===== config.mk =====
export PLATFORM = sky130hd
export DESIGN_NAME = one_bit_iq_if_upconverter
export DESIGN_NICKNAME = d
export VERILOG_FILES = /design/src/hw/rtl/obiq_pkg.sv /design/src/hw/rtl/one_bit_iq_if_upconverter.sv /design/src/hw/rtl/obiq_mixer.sv
export SDC_FILE = /design/constraint.sdc
export NUM_CORES = 1
export LEC_CHECK = 0
export CELL_PAD_IN_SITES_DETAIL_PLACEMENT = 1
export CELL_PAD_IN_SITES_GLOBAL_PLACEMENT = 1
export CORE_AREA = 4 4 200 163
export DETAILED_ROUTE_END_ITERATION = 10
export DIE_AREA = 0 0 204 167
export DONT_BUFFER_PORTS = 1
export PLACE_DENSITY = 0.55
export REMOVE_ABC_BUFFERS = 1
export SLEW_MARGIN = 20
export SYNTH_ARGS = -nofsm -noshare
export SYNTH_HDL_FRONTEND = slang
export SYNTH_SLANG_ARGS = --single-unit

===== constraint.sdc =====
create_clock -name clock -period 11.4 [get_ports clock]
set_input_delay 2.28 -clock clock [delete_from_list [all_inputs] [get_ports clock]]
set_output_delay 2.28 -clock clock [all_outputs]
set_load 0.02 [all_outputs]

===== src/hw/rtl/obiq_pkg.sv =====
// shared types and local oscillator tables for the one-bit iq upconverter
`timescale 1ns / 1ps

package obiq_pkg;

   // index into the four-phase local oscillator
   typedef logic [1:0] lo_idx_type;

   // one lo index for each of the four samples of a word
   typedef lo_idx_type [3:0] lo_idx_set_type;

   localparam int SAMPLES_PER_WORD = 4;
   localparam int STEP_REG_WIDTH   = 34;

   // four-phase 1-bit sin and cos, bit n is the value at lo index n
   localparam logic [3:0] LO_SIN = 4'b0011;
   localparam logic [3:0] LO_COS = 4'b1001;

   function automatic logic lo_sin(input lo_idx_type idx);
      return LO_SIN[idx];
   endfunction

   function automatic logic lo_cos(input lo_idx_type idx);
      return LO_COS[idx];
   endfunction

endpackage


===== src/hw/rtl/one_bit_iq_if_upconverter.sv =====
// top level of the one-bit iq to if digital upconverter
`timescale 1ns / 1ps

// channel   direction  handshake            payload
// req       in         req_valid/req_stall  req_in_byte[7:0], req_phase_restart
// rsp       out        rsp_valid/rsp_stall  rsp_out_byte[7:0]
// csr       in         csr_wr_en            csr_wr_data[33:0] (phase step)
//
// one input word per cycle while req is not stalled; a word that completes a pair shows its output
// word in the cycle after acceptance, from the result register
// the four sample phases come from the word's start phase and three parallel adds of step multiples
// reset (synchronous) clears phase, pairing, step and the result valid
// req is stalled only while a result is held by rsp_stall

module one_bit_iq_if_upconverter #(
   parameter int PHASE_FRAC_BITS = 32
) (
   input  logic        clock,
   input  logic        reset,

   input  logic        csr_wr_en,
   input  logic [obiq_pkg::STEP_REG_WIDTH-1:0] csr_wr_data,

   input  logic        req_valid,
   output logic        req_stall,
   input  logic [7:0]  req_in_byte,
   input  logic        req_phase_restart,

   output logic        rsp_valid,
   input  logic        rsp_stall,
   output logic [7:0]  rsp_out_byte
);
   import obiq_pkg::*;

   // phase is in quarter cycles, two integer bits above the fraction
   localparam int PW = PHASE_FRAC_BITS + 2;

   // step multiples, precomputed at configuration time
   logic [PW-1:0] step_w;
   logic [PW-1:0] step1_ff;
   logic [PW-1:0] step2_ff;
   logic [PW-1:0] step3_ff;
   logic [PW-1:0] step4;

   // running state
   logic [PW-1:0] phase_ff;
   logic [PW-1:0] phase_in;
   logic          second_half_ff;
   logic          second_half_in;
   logic [3:0]    first_nibble_ff;
   logic [3:0]    first_nibble_in;

   // result register
   logic          rsp_valid_ff;
   logic          rsp_valid_in;
   logic [7:0]    rsp_out_byte_ff;
   logic [7:0]    rsp_out_byte_in;

   // per-word datapath
   logic           accept;
   logic [PW-1:0]  base_phase;
   logic           base_half;
   logic [3:0]     base_first;
   logic [PW-1:0]  ph1;
   logic [PW-1:0]  ph2;
   logic [PW-1:0]  ph3;
   lo_idx_set_type lo_idx;
   logic [3:0]     nibble;

   // step bits above the phase width are dropped, a narrower step is zero extended
   assign step_w = PW'(csr_wr_data);

   always_ff @(posedge clock) begin
      if (reset) begin
         step1_ff <= '0;
         step2_ff <= '0;
         step3_ff <= '0;
      end else if (csr_wr_en) begin
         step1_ff <= step_w;
         step2_ff <= step_w << 1;
         step3_ff <= step_w + (step_w << 1);
      end
   end

   assign step4 = step1_ff << 2;

   // stall only while the held result is not taken
   assign req_stall = rsp_valid_ff & rsp_stall;
   assign accept    = req_valid & ~req_stall;

   // restart clears phase and pairing before this word
   always_comb begin
      if (req_phase_restart) begin
         base_phase = '0;
         base_half  = 1'b0;
         base_first = '0;
      end else begin
         base_phase = phase_ff;
         base_half  = second_half_ff;
         base_first = first_nibble_ff;
      end
   end

   // sample phases 1 to 3, each one add from the word's start phase, wrapping mod 4.0
   assign ph1 = base_phase + step1_ff;
   assign ph2 = base_phase + step2_ff;
   assign ph3 = base_phase + step3_ff;

   assign lo_idx[0] = base_phase[PW-1 -: 2];
   assign lo_idx[1] = ph1[PW-1 -: 2];
   assign lo_idx[2] = ph2[PW-1 -: 2];
   assign lo_idx[3] = ph3[PW-1 -: 2];

   obiq_mixer u_mixer (
      .in_byte (req_in_byte),
      .lo_idx  (lo_idx),
      .nibble  (nibble)
   );

   always_comb begin
      phase_in        = phase_ff;
      second_half_in  = second_half_ff;
      first_nibble_in = first_nibble_ff;
      rsp_out_byte_in = rsp_out_byte_ff;
      // a held result stays until taken
      rsp_valid_in    = rsp_valid_ff & rsp_stall;
      if (accept) begin
         phase_in = base_phase + step4;
         if (base_half) begin
            // second word of a pair: emit first nibble low, this nibble high
            second_half_in  = 1'b0;
            first_nibble_in = '0;
            rsp_out_byte_in = {nibble, base_first};
            rsp_valid_in    = 1'b1;
         end else begin
            // first word of a pair: hold its nibble
            second_half_in  = 1'b1;
            first_nibble_in = nibble;
         end
      end
   end

   always_ff @(posedge clock) begin
      if (reset) begin
         phase_ff        <= '0;
         second_half_ff  <= 1'b0;
         first_nibble_ff <= '0;
         rsp_valid_ff    <= 1'b0;
      end else begin
         phase_ff        <= phase_in;
         second_half_ff  <= second_half_in;
         first_nibble_ff <= first_nibble_in;
         rsp_valid_ff    <= rsp_valid_in;
      end
   end

   // output payload needs no reset
   always_ff @(posedge clock) begin
      rsp_out_byte_ff <= rsp_out_byte_in;
   end

   assign rsp_valid    = rsp_valid_ff;
   assign rsp_out_byte = rsp_out_byte_ff;

endmodule


===== src/hw/rtl/obiq_mixer.sv =====
// mixes the four iq pairs of one word with the 1-bit lo into a nibble
`timescale 1ns / 1ps

module obiq_mixer (
   input  logic [7:0]               in_byte,
   input  obiq_pkg::lo_idx_set_type lo_idx,
   output logic [3:0]               nibble
);
   import obiq_pkg::*;

   always_comb begin
      for (int k = 0; k < SAMPLES_PER_WORD; k++) begin
         // pair k: i in bit 7-2k, q in bit 6-2k, sample k lands in bit k
         nibble[k] = (in_byte[7 - 2 * k] ^ lo_sin(lo_idx[k]))
                   | (in_byte[6 - 2 * k] ^ lo_cos(lo_idx[k]));
      end
   end

endmodule


== Word level (Yosys, flattened, before mapping) ==
Cells that the tools add are included.

* Bits in writable memories: 0
* Output and inout port bits: 10
* Flip-flop bits (word level): 149
* Bits in read-only memories: 0
* Bits of input ports: 48
* Latch bits: 0
* Word-level logic and storage cells: 56
* Memories kept: 0

* Div/mod/pow operators: 0
* Shifts and indexed selects: 0
* Multiplexer cells: 22
* Equality and inequality tests: 0
* Bitwise logic cells: 15
* Reductions and logical operators: 1
* Multiply operators: 0
* Order comparisons: 4
* Add/sub/neg operators: 5

{| class="wikitable"
|+ Operators by type and width
! kind !! count
|-
| $add A34 B34 Y34 || 5
|-
| $mux W34 || 1
|-
| $bmux W1 S2 || 8
|-
| $lt A2 B3 Y1 const B || 4
|-
| $mux W1 || 12
|-
| $xor A1 B1 Y1 || 8
|-
| $mux W4 || 1
|-
| $or A1 B1 Y1 || 4
|-
| $and A1 B1 Y1 || 2
|-
| $reduce_and A2 Y1 || 1
|-
| $not A1 Y1 || 1
|}

== Logic depth before layout (Yosys ltp) ==
* Word-level depth: 7
* Depth in mapped cells: 15
* Depth with buffers taken out: 12

== Cells and area by module ==
Synthesis repeated with hierarchy kept, for this count alone.

* Cell total of the unflattened synthesis: 1196
* Area total of the unflattened synthesis: 9843.2 um^2

{| class="wikitable"
|+ Modules (own cells, without submodules)
! module !! area an instance (um^2) !! cells each !! seq. area each (um^2) !! times used
|-
| one_bit_iq_if_upconverter || 9718.1 || 1180 || 2382.3 || 1
|-
| obiq_mixer || 125.1 || 16 || 0.0 || 1
|}

== Worst setup path before layout ==
No wires, ideal clock.

* Kind: input to register
* From: input port req_phase_restart
* To: register phase_ff[33]
* Arrival: 5.342 ns
* Path buffers: 3
* Stages: 14
* Path slack: 5.920 ns
* Setup time: 0.138 ns
* Required time: 11.262 ns
* Cell sequence: clkbuf_1 > clkbuf_1 > clkbuf_1 > nor2b_1 > ha_1 > o21a_1 > a221o_1 > a31oi_1 > a211oi_1 > o21ai_1 > o21a_1 > nor3_1 > a211oi_1 > a41oi_1

* Cells in the longest elaborated chain, start to end: 2

{| class="wikitable"
|+ Ends and longest elaborated chain
! element !! RTL line !! source
|-
| from (decl) || one_bit_iq_if_upconverter.sv:27 || <nowiki>input logic req_phase_restart,</nowiki>
|-
| $mux W34 || one_bit_iq_if_upconverter.sv:93 || <nowiki>if (req_phase_restart) begin</nowiki>
|-
| $add A34 B34 Y34 || one_bit_iq_if_upconverter.sv:128 || <nowiki>phase_in = base_phase + step4;</nowiki>
|-
| to (signal assigned) || one_bit_iq_if_upconverter.sv:150 || <nowiki>phase_ff <= phase_in;</nowiki>
|-
| to (decl) || one_bit_iq_if_upconverter.sv:46 || <nowiki>logic [PW-1:0] phase_ff;</nowiki>
|}

Every way passes these cells.
A chain may end at the register's enable or synchronous reset.

== Worst setup path after layout ==
* From: input port req_phase_restart
* To: register rsp_out_byte_ff[7] (netlist: rsp_out_byte[7]) (data pin)

* Cells in the longest elaborated chain, start to end: 6
* Elaborated cells on any way between the ends: 9
* Those cells by class: add/sub (1); mux (5); bitwise (3)

{| class="wikitable"
|+ Ends and longest elaborated chain
! element !! RTL line !! source
|-
| $mux W34 * || one_bit_iq_if_upconverter.sv:93 ||
|-
| $add A34 B34 Y34 * || one_bit_iq_if_upconverter.sv:107 || <nowiki>assign ph3 = base_phase + step3_ff;</nowiki>
|-
| $bmux W1 S2, on equally long branches || obiq_pkg.sv:20, obiq_pkg.sv:24 ||
|-
| $mux W1, on equally long branches || obiq_pkg.sv:20, obiq_pkg.sv:24 ||
|-
| $xor A1 B1 Y1, on equally long branches || obiq_mixer.sv:14, obiq_mixer.sv:15 ||
|-
| $or A1 B1 Y1 * || obiq_mixer.sv:15 || <nowiki>| (in_byte[6 - 2 * k] ^ lo_cos(lo_idx[k]));</nowiki>
|-
| net nibble[3] || one_bit_iq_if_upconverter.sv:68 || <nowiki>logic [3:0] nibble;</nowiki>
|-
| to (signal assigned) || one_bit_iq_if_upconverter.sv:159 || <nowiki>rsp_out_byte_ff <= rsp_out_byte_in;</nowiki>
|-
| to (decl) || one_bit_iq_if_upconverter.sv:56 || <nowiki>logic [7:0] rsp_out_byte_ff;</nowiki>
|}

Mark *: on every way through the listed nets, which the timed path passes. The rest lies on a longest branch. The select of a mux whose other input is x is not followed.

==> results by stage <==
Min path:
- The min-delay analysis places its worst path in the category register to register.

STA:
- Setup violations remaining at the end of the flow were counted as 0.
- The final-layout setup total negative slack is 0 ps.
- Setup repair after global routing left no endpoint under its margin.
- Static timing analysis puts the maximum clock frequency at between 200 and 250 MHz.
- The final number of hold-violating endpoints is 0.
- The final critical-path required period is between 4000 and 5000 ps.
- Of the available clock period, the critical path in the final layout requires 43.3%.
- The setup skew after layout is between 10 and 15 ps.
- The number of max-slew violations in the final report is 0.
- The remaining max-slew budget at the tightest pin is about two fifths.
- At the pin with the least slew margin, the transition time is about 900 ps.

Layout:
- The fraction of final layout cells with drive strength greater than 1 is 4.29%.
- In the final design database the tool counted 1375 nets.
- Compared with the post-synthesis result, the final layout area differs by 9.90%.
- After routing the design area is about 0.011 sq mm.
- In the final layout, flip-flops and latches occupy about 0.0024 sq mm.
- The combined area of the multi-input logic cells is a little over 0.007 sq mm.
- 0 antenna diodes ended up in the layout.
- The filler cell count is 3628.

Worst setup path:
- Among cell families on the critical path, the largest total delay comes from compound AO/OA/AOI/OAI gates.
- The worst flop-to-flop path endpoint is phase_ff[33]$_SDFFE_PP0P_.
- The worst setup path is captured at a register.
- The launching instance or port of the critical path is req_phase_restart.
- The worst setup path is of the primary input to register kind.
- The critical path data required time is between 10000 and 15000 ps.
- For flop-to-flop paths, the worst setup slack is ~8000 ps.
- The cell occurring most often along the worst timing path is a21oi_1.
- The data arrival time of the critical path is between 5000 and 6000 ps.
- The largest single stage delay on the critical path is around 440 ps.
- The startpoint identified for the worst register-to-register timing path is phase_ff[4]$_SDFFE_PP0P_.
- Counting buffers and inverters, the worst setup path is 9 cells deep.
- In this run the worst setup path terminates at rsp_out_byte[7]$_DFFE_PP_.
- The slowest stage of the critical path is the mux2i_1 cell.
- The number of cells on the worst reg-to-reg path is 11.
- Walking the worst path, the cells encountered are nor2b_1 > ha_1 > a21o_1 > a21oi_1 > nand2_1 > a21oi_1 > o2111ai_1 > or3_1 > mux2i_1.
- The peak fanout along the critical path is 50.
- The buffers plus inverters on the worst setup path is 0.
- The critical path launch point type is a primary input.

Clocking:
- The root buffer cell is clkbuf_16.
- TritonCTS built the clock tree.
- In this run the number of H-tree levels came out at 4.
- The hold buffer count at CTS is 0.
- The count of instances resized after the clock tree is built is 0.
- After clock tree synthesis, the clock-pin slew on the worst setup and hold paths is ~60 ps.
- Buffers inserted during clock tree synthesis total 17.
- The buffers inserted during post-CTS setup optimization is 0.
- CTS saw between 100 and 150 sinks.
- The clock latency at the later pin of the worst-skew pair is about 440 ps.
- The maximum buffer depth of the clock tree is 2.

Logic synthesis:
- Counting flops with an async set or reset pin after synthesis yields a share of 0%.
- The cell area that synthesis handed to floorplanning was 0.00994 sq mm.
- The mean instance size in the synthesized netlist is 8.32 sq um.
- The count of unique library cells instantiated by Yosys is 76.
- Sequential cells were found to cover roughly a quarter of the synthesized design area.
- The most instantiated flip-flop cell in the synthesis netlist is dfxtp_1.
- Counting flops and latches in the post-synthesis netlist gives around 120.
- The synthesized instance count is ~1200.
- The synthesis warning total is 0.
- The number of enable-type register cells in the synthesized netlist is 8.

Place:
- After detailed placement, the total cell area comes to around 0.010 sq mm.
- At the end of routability-driven placement, the weighted congestion stood at around 0.83.
- The number of port buffers is 0.
- The HPWL after detailed placement is between 20000 and 25000 microns.

Detailed routing:
- After detailed routing, the average wire length per cell comes to 19.6 microns.
- The average via count per standard cell is ~5.5.
- The initial DRC count is ~450.
- The remaining antenna violation count is 0.
- For this block, the routed nets add up to 31400 microns of wire.
- The number of detailed-route iterations in the first pass is 5.
- The count of vias placed by the detailed router is just under 9000.
- After detailed routing, the number of remaining DRC violations is 0.

Job:
- The reported max-cap violation count is 0.

Die:
- The chip width is around 200 microns.
- The die area is between 0.03 and 0.04 sq mm.
- The effective utilization at floorplan is about a third.
- The count of standard-cell rows is 57.
- The die boundary height is 167 microns.
- The total core area is 0.0303 sq mm.
- The count of boundary I/O pins is 58.

Power and ir drop:
- For this design the ratio of total power to cell area is between 100 and 150 mW/mm^2.
- The highest ir drop seen on vdd is slightly above 100 uV.
- The leakage power total is 5.14 nW.

Global routing:
- The number of global-route vias before repair was between 8000 and 9000.
- The all-layer global routing usage is around a fifth.
- The number of antenna violations at the first check in global routing is 0.
- Entering global routing, the biggest net connects approximately 110 pins.
- The residual overflow from global routing is 0.
- The first global-routing pass estimated around 51000 microns of wire.

Status:
- The flow ran to the end, and the final reports show no timing, DRC or antenna violations.
-- per-stage QoR --
step	utilization [%]	hold slack [ps]	setup WS (ps)	instances	power, mW
5_1_grt	36.1	463	6210	1603	1.36
3_5_place_dp	34.1	438	6040	1571	0.733
4_1_cts	36.1	448	6480	1603	1.30
3_3_place_gp	34.1	429	6090	1571	0.728
2_1_floorplan	-	421	6570	1155	0.660
6_report	36.1	446	6460	1603	1.28
-- state kept, by name, summed over array words and instances (netlist names) --
name	flops
first_nibble_ff	4
step3_ff	33
rsp_valid	1
phase_ff	34
rsp_out_byte	8
step1_ff	34
second_half_ff	1
-- area by class of cell --
type | instances | share of cell area (%)
Clock inverter | 13 | 1.34
Multi-Input combinational cell | 1006 | 66.6
Inverter | 34 | 1.17
Sequential cell | 115 | 21.8
Tap cell | 413 | 4.73
Timing Repair Buffer | 3 | 0.206
Clock buffer | 19 | 4.14
-- layout by cell type, fill, tap and decap left out, drive strengths merged, types with 12 or more instances in the layout --
cell,Yosys,layout
xor2,24,24
inv,34,39
nor3,34,34
and3,13,13
or3,13,13
a211oi,18,18
clkbuf,35,19
nor2b,44,44
dfxtp,107,107
o21a,18,18
a21oi,100,100
nor2,100,100
ha,149,149
o21ai,45,45
nand3,34,34
mux2i,55,55
nand4,17,17
xnor2,30,30
a21o,63,63
nand2,83,83
o211ai,12,12
-- routing by layer --
metal | part of all wire (%) | track usage, % | vias to the layer above
met2 | 39 | 25.8 | 95
met4 | 0.79 | 3.44 | 0
met1 | 57 | 30.3 | 4293
met3 | 2.5 | 2.92 | 17
met5 | 0 | 0 | -
li1 | - | - | 4424
-- power breakdown --
part,leakage (nW),total (mW),internal [mW],switching [mW]
clock,0.287,0.558,0.336,0.222
sequential,0.953,0.472,0.437,0.0353
combinational,3.90,0.254,0.111,0.143
total,5.14,1.28,0.884,0.400
-- cell families (layout without fill, tap and decap cells) --
logic type | Yosys count | after routing | share of synthesized area, %
adder cells (fa/ha/maj) | 150 | 150 | 19.0
AO/OA/AOI/OAI | 347 | 347 | 23.5
buffers and inverters | 74 | 69 | 2.83
XOR/XNOR | 54 | 54 | 4.76
AND/OR/NAND/NOR | 398 | 398 | 20.3
flip-flops | 115 | 115 | 24.0
multiplexers | 57 | 57 | 5.76
-- cells in the mapped netlist, types with 6 or more instances --
| cell type | number | area, sq um |
|---|---|---|
| ha_1 | 149 | 1860 |
| dfxtp_1 | 107 | 2140 |
| nor2_1 | 100 | 375 |
| a21oi_1 | 99 | 495 |
| nand2_1 | 83 | 312 |
| a21o_1 | 63 | 473 |
| mux2i_1 | 55 | 551 |
| nor2b_1 | 44 | 275 |
| o21ai_0 | 43 | 215 |
| clkbuf_1 | 35 | 131 |
| inv_1 | 34 | 128 |
| nor3_1 | 34 | 170 |
| nand3_1 | 33 | 165 |
| xnor2_1 | 30 | 263 |
| xor2_1 | 24 | 210 |
| a211oi_1 | 18 | 135 |
| o21a_1 | 18 | 135 |
| nand4_1 | 17 | 106 |
| and3_1 | 13 | 81.3 |
| o211ai_1 | 11 | 82.6 |
| or3_1 | 11 | 68.8 |
| and2_1 | 10 | 62.6 |
| nand2b_1 | 10 | 62.6 |
| o31ai_1 | 10 | 75.1 |
| edfxtp_1 | 8 | 240 |
| nand3b_1 | 8 | 60.1 |
| nor3b_1 | 8 | 60.1 |
| o22ai_1 | 8 | 50.1 |
| a31oi_1 | 7 | 43.8 |
| o2111ai_1 | 6 | 52.6 |
-- worst min path at each step --
stage | from | cells past startpoint | endpoint | slack (ps)
finish | phase_ff[15]$_SDFFE_PP0P_ | 2 | phase_ff[15]$_SDFFE_PP0P_ | 450
global route | phase_ff[28]$_SDFFE_PP0P_ | 2 | phase_ff[28]$_SDFFE_PP0P_ | 460
CTS | phase_ff[4]$_SDFFE_PP0P_ | 2 | phase_ff[4]$_SDFFE_PP0P_ | 450
detailed placement | phase_ff[28]$_SDFFE_PP0P_ | 2 | phase_ff[28]$_SDFFE_PP0P_ | 440
global placement | phase_ff[15]$_SDFFE_PP0P_ | 2 | phase_ff[15]$_SDFFE_PP0P_ | 430
floorplan | phase_ff[10]$_SDFFE_PP0P_ | 2 | phase_ff[10]$_SDFFE_PP0P_ | 420
-- worst min-delay path, cell delays in order, from the launching register on --
cell and delay [ps]:
dfxtp_1 300, nand2_1 50, a21oi_1 50
No activity file was read; power rests on OpenSTA's default activity.
